[src/hdl/nea_pkg.sv]
// shared types and constants of the navigation ephemeris assembler
`default_nettype none
package nea_pkg;

    localparam int          ChannelsDefault = 12;
    localparam int          SfKept          = 3;
    localparam int          SfWords         = 10;
    localparam int          ChWords         = SfKept * SfWords;
    localparam int          RunLen          = 26;
    localparam logic [4:0]  CodeDropped     = 5'd26;
    localparam logic [4:0]  CodeLastRun     = 5'd25;
    localparam logic [4:0]  UraLimitReset   = 5'd8;
    localparam logic [0:0]  CmdWord         = 1'b0;
    localparam logic [0:0]  CmdClear        = 1'b1;

    // commands from controller to datapath
    typedef struct packed {
        logic accept;     // input beat taken
        logic load;       // sweep channel words from the store
        logic chk_clear;  // failed check, drop channel
        logic commit;     // accept new issue, start a run
        logic out_item;   // load next run beat into output register
        logic out_drop;   // load dropped status beat
    } t_cmd;

    // status from datapath to controller
    typedef struct packed {
        logic drop_emit;   // clear of a channel holding a valid ephemeris
        logic run_start;   // commit completes all three subframes
        logic load_done;   // last channel word captured
        logic chk_fail;    // ura or health check failed
        logic chk_emit;    // consistent and new issue
        logic lat_valid;   // latched channel holds a valid ephemeris
        logic emit_last;   // next run beat is the final one
        logic out_free;    // output register can take a beat
    } t_sts;

endpackage
`default_nettype wire

[src/hdl/nea_ctrl.sv]
// controller state machine of the navigation ephemeris assembler
`default_nettype none
module nea_ctrl
    import nea_pkg::*;
(
    input  wire logic i_clk,
    input  wire logic i_rst_n,
    input  wire logic i_valid,
    input  wire t_sts i_sts,
    output logic      o_stall,
    output t_cmd      o_cmd
);

    typedef enum logic [5:0] {
        S_IDLE  = 6'b000001,
        S_LOAD  = 6'b000010,
        S_CHECK = 6'b000100,
        S_EMIT  = 6'b001000,
        S_DROP  = 6'b010000,
        S_FLUSH = 6'b100000
    } t_state;

    t_state r_state, n_state;

    assign o_stall = (r_state != S_IDLE);

    always_comb begin
        n_state = r_state;
        o_cmd   = '0;
        unique case (r_state)
            S_IDLE: begin
                if (i_valid) begin
                    o_cmd.accept = 1'b1;
                    if (i_sts.drop_emit) begin
                        n_state = S_DROP;
                    end else if (i_sts.run_start) begin
                        n_state = S_LOAD;
                    end
                end
            end
            S_LOAD: begin
                o_cmd.load = 1'b1;
                if (i_sts.load_done) begin
                    n_state = S_CHECK;
                end
            end
            S_CHECK: begin
                if (i_sts.chk_fail) begin
                    o_cmd.chk_clear = 1'b1;
                    n_state = i_sts.lat_valid ? S_DROP : S_IDLE;
                end else if (i_sts.chk_emit) begin
                    o_cmd.commit = 1'b1;
                    n_state = S_EMIT;
                end else begin
                    n_state = S_IDLE;
                end
            end
            S_EMIT: begin
                if (i_sts.out_free) begin
                    o_cmd.out_item = 1'b1;
                    if (i_sts.emit_last) begin
                        n_state = S_FLUSH;
                    end
                end
            end
            S_DROP: begin
                if (i_sts.out_free) begin
                    o_cmd.out_drop = 1'b1;
                    n_state = S_FLUSH;
                end
            end
            S_FLUSH: begin
                if (i_sts.out_free) begin
                    n_state = S_IDLE;
                end
            end
            default: n_state = S_IDLE;
        endcase
    end

    always_ff @(posedge i_clk) begin
        if (!i_rst_n) begin
            r_state <= S_IDLE;
        end else begin
            r_state <= n_state;
        end
    end

endmodule
`default_nettype wire

[config.mk]
export PLATFORM = sky130hd
export DESIGN_NAME = nea_ctrl
export DESIGN_NICKNAME = d
export VERILOG_FILES = /design/src/hdl/nea_pkg.sv /design/src/hdl/nea_ctrl.sv
export SDC_FILE = /design/constraint.sdc
export NUM_CORES = 1
export LEC_CHECK = 0
export BUFFER_PORTS_ARGS = -buffer_cell sky130_fd_sc_hd__buf_4
export CORE_AREA = 2 2 39 41
export CTS_CLUSTER_DIAMETER = 60
export CTS_CLUSTER_SIZE = 24
export DETAILED_ROUTE_END_ITERATION = 12
export DIE_AREA = 0 0 41 43
export GPL_TIMING_DRIVEN = 1
export PLACE_DENSITY_LB_ADDON = 0.12
export SYNTH_ARGS = -nofsm -noshare
export SYNTH_HDL_FRONTEND = slang
export SYNTH_SLANG_ARGS = --single-unit
[constraint.sdc]
create_clock -name i_clk -period 2.5 [get_ports i_clk]
set_input_delay 0.125 -clock i_clk [delete_from_list [all_inputs] [get_ports i_clk]]
set_output_delay 0.125 -clock i_clk [all_outputs]
set_load 0.05 [all_outputs]
==> results.toml <==
[worst_hold_path]
hp-class = "input port to flip-flop"

[setup_path]
critPathMaxStageDelay_ns = 0.41
startpoint_type = "flip-flop"
timing.setup.critical_path_class = "flip-flop to primary output"
setup.reg_to_reg.worst_slack_ns = 0.91
cp_max_fo = 8
crit_path_cell_trace = "nor3_4 > and3_1 > and2_1 > buf_4"
crit_arrival_ns = 1.47
worst_setup_path_end_kind = "primary output"
worst_path_max_delay_cell = "dfxtp_1"
wp_data_required_ns = 2.38

[synthesis]
yosys-top-cells-area = "dfxtp_1, and3_1, mux2i_1"
synth.top_cell.area_share_pct = 25.3
synth_edf_count = 0
yosys.cell_types.count = 27
synth_fp_nets = 71
avgSynthCellArea_um2 = 7.90
synth.yosys.warnings = 0
synthTopCellsByCount = "nor2_1, nand2_1, dfxtp_1"
synth_seq_cells = 6
synthFlopType = "dfxtp_1"
async_flop_share_pct = 0
netlist_instances = 60
synth_seq_area_share_pct = 25.3
netlist_area_um2 = 474
synthMostInstantiatedCell = "nor2_1"
synth_largest_area_cell = "dfxtp_1"

[power_and_ir_drop]
p_seq_share_pct = 27.6
power.switching_mw = 0.270
cell_internal_pwr_mw = 0.307
total_power_mw = 0.577
p_leak_nw = 0.302
power_per_cell_area_nw_per_um2 = 919
clock_power_share_pct = 15.3
pwr-share-comb_pct = 57.1
irDropWorstVdd_mv = 0.410
netSwitchingFraction_pct = 46.8

[clocking]
clock_insertion_delay_worst_skew_ns = 0.24
cts-resized-gates = 0
hold_buffers = 0
clock_sinks = 6
cts_tree = "yes"
cts.repair_timing.setup_buffer_count = 0
worst_setup_hold_path_clk_slew_ns = 0.05
tritoncts.num_buffers = 3
clk_root_buffer_cell = "clkbuf_4"
cts_htree_levels = 1
max-clock-path-buffers = 2

[layout]
finalNetCount = 91
final_layout_size_suffix_gt1_share_pct = 32.1
multiInputGateArea_um2 = 327
area_growth_pct = 32.5
top_regs = "r_state (6)"
largest_register_ffs = 6
max_flop_register = "r_state"
nFillCells = 142
num_antenna_cells = 0
seq_area_um2 = 120
stdcell_count = 94

[floorplanning]
chipWidth_um = 41
die_area_um2 = 1760
die-height_um = 43
initial_utilization_pct = 34.3
io-pin-count = 18
floorplan.core_area_um2 = 1380
placement_rows = 14

[timing]
transition_time_at_the_pin_with_the_least_slew_margin_ns = 0.361
finalHoldViolations = 0
fin_setup_tns_ns = 0
rsz_0062_raised_after_global_routing = "no"
timing.final.crit_period_ns = 1.60
timing.final.setup_violations = 0
timing.clock.skew_ns = 0.00671
drv_slew = 0
period_share_pct = 63.8
achievable-frequency_ghz = 0.627
slew-limit-headroom_pct = 75.9

[drt]
finalWirelength_um = 1100
route.detailed.drc = 0
postRouteAntennaNets = 0
avgRoutedWirePerCell_um = 11.7
detail_route.iter0.violations = 10
route.detailed.vias_per_inst = 5.23
drt-pass1-iter-count = 4
detailroute.via_count = 492

[place]
portBuffers = 17
gp_congestion = 0.694
dp.final_hpwl_um = 898
placed_cells = 91

[flow_run]
drv_cap = 0

[grt]
maximum_number_of_pins_on_one_net_before_global_route_repair = 10
global_route.usage.total_pct = 14.7
first_global_vias = 406
first_pass_grt_wire_length_um = 1680
grt_remaining_overflow = 0
antenna_found_initial = 0

[status]
outcome = "completed"
-- cell usage in the layout (no fill, tap or decap), types with 2 or more instances in the layout --
cell       n
o21ai_0    3
nor2_1     8
inv_1      3
nand2_1    7
and3_1     5
mux2i_1    3
clkbuf_4   3
nor2b_1    2
buf_4     17
o211ai_1   3
and2_1     3
dfxtp_1    6
-- final cells by class --
class,instances,area share [%]
Sequential cell,6,19.1
Multi-Input combinational cell,49,52.0
Tap cell,16,3.19
Timing Repair Buffer,17,20.3
Inverter,3,1.79
Clock buffer,3,3.59
-- layer usage --
metal,wire (um),vias up,share of wire [%],GRT usage (%)
met5,0,-,0,0
met3,69,2,6.3,3.66
met2,529,16,48,21.9
met4,13,0,1.2,10.0
li1,-,257,-,-
met1,485,217,44,17.5
-- path summary, 6_finish.rpt --
kind,startpoint,end,cells past startpoint
max,r_state[4],o_cmd[3],4
min,i_rst_n,r_state[2],2
max reg2reg,r_state[4],r_state[1],5
min reg2reg,r_state[5],r_state[5],2
-- metrics by stage --
stage	utilization (%)	worst slack, ns	instance area, um2	hold slack (ns)
final	45.4	0.905	628	0.173
after global routing	45.4	0.770	628	0.192
after CTS	45.4	0.897	628	0.172
after detailed placement	43.8	0.930	606	0.427
after global placement	43.8	0.939	606	0.417
after floorplan	-	0.667	474	0.271
-- cells by family after synthesis --
family                 count (synthesis)  share of synthesized area, %
AO/OA/AOI/OAI                         12                          18.7
XOR/XNOR                               2                          3.69
buffers and inverters                  5                          5.80
flip-flops                             6                          25.3
multiplexers                           3                          6.33
AND/OR/NAND/NOR                       32                          40.1
-- power groups by stage --
stage | clock [mW] | sequential [mW] | combinational, mW
final | 0.0880 | 0.159 | 0.330
after CTS | 0.0905 | 0.158 | 0.333
after global routing | 0.0956 | 0.162 | 0.363
after detailed placement | 0 | 0.160 | 0.331
after global placement | 0 | 0.161 | 0.334
after floorplan | 0 | 0.142 | 0.276
-- worst max-delay path, delay by kind of cell, from the launching register on --
kind / cells / cell delay (ns)
simple gates: 3 / 0.63
flops: 1 / 0.41
buf+inv: 1 / 0.19
No activity file was read; power rests on OpenSTA's default activity.
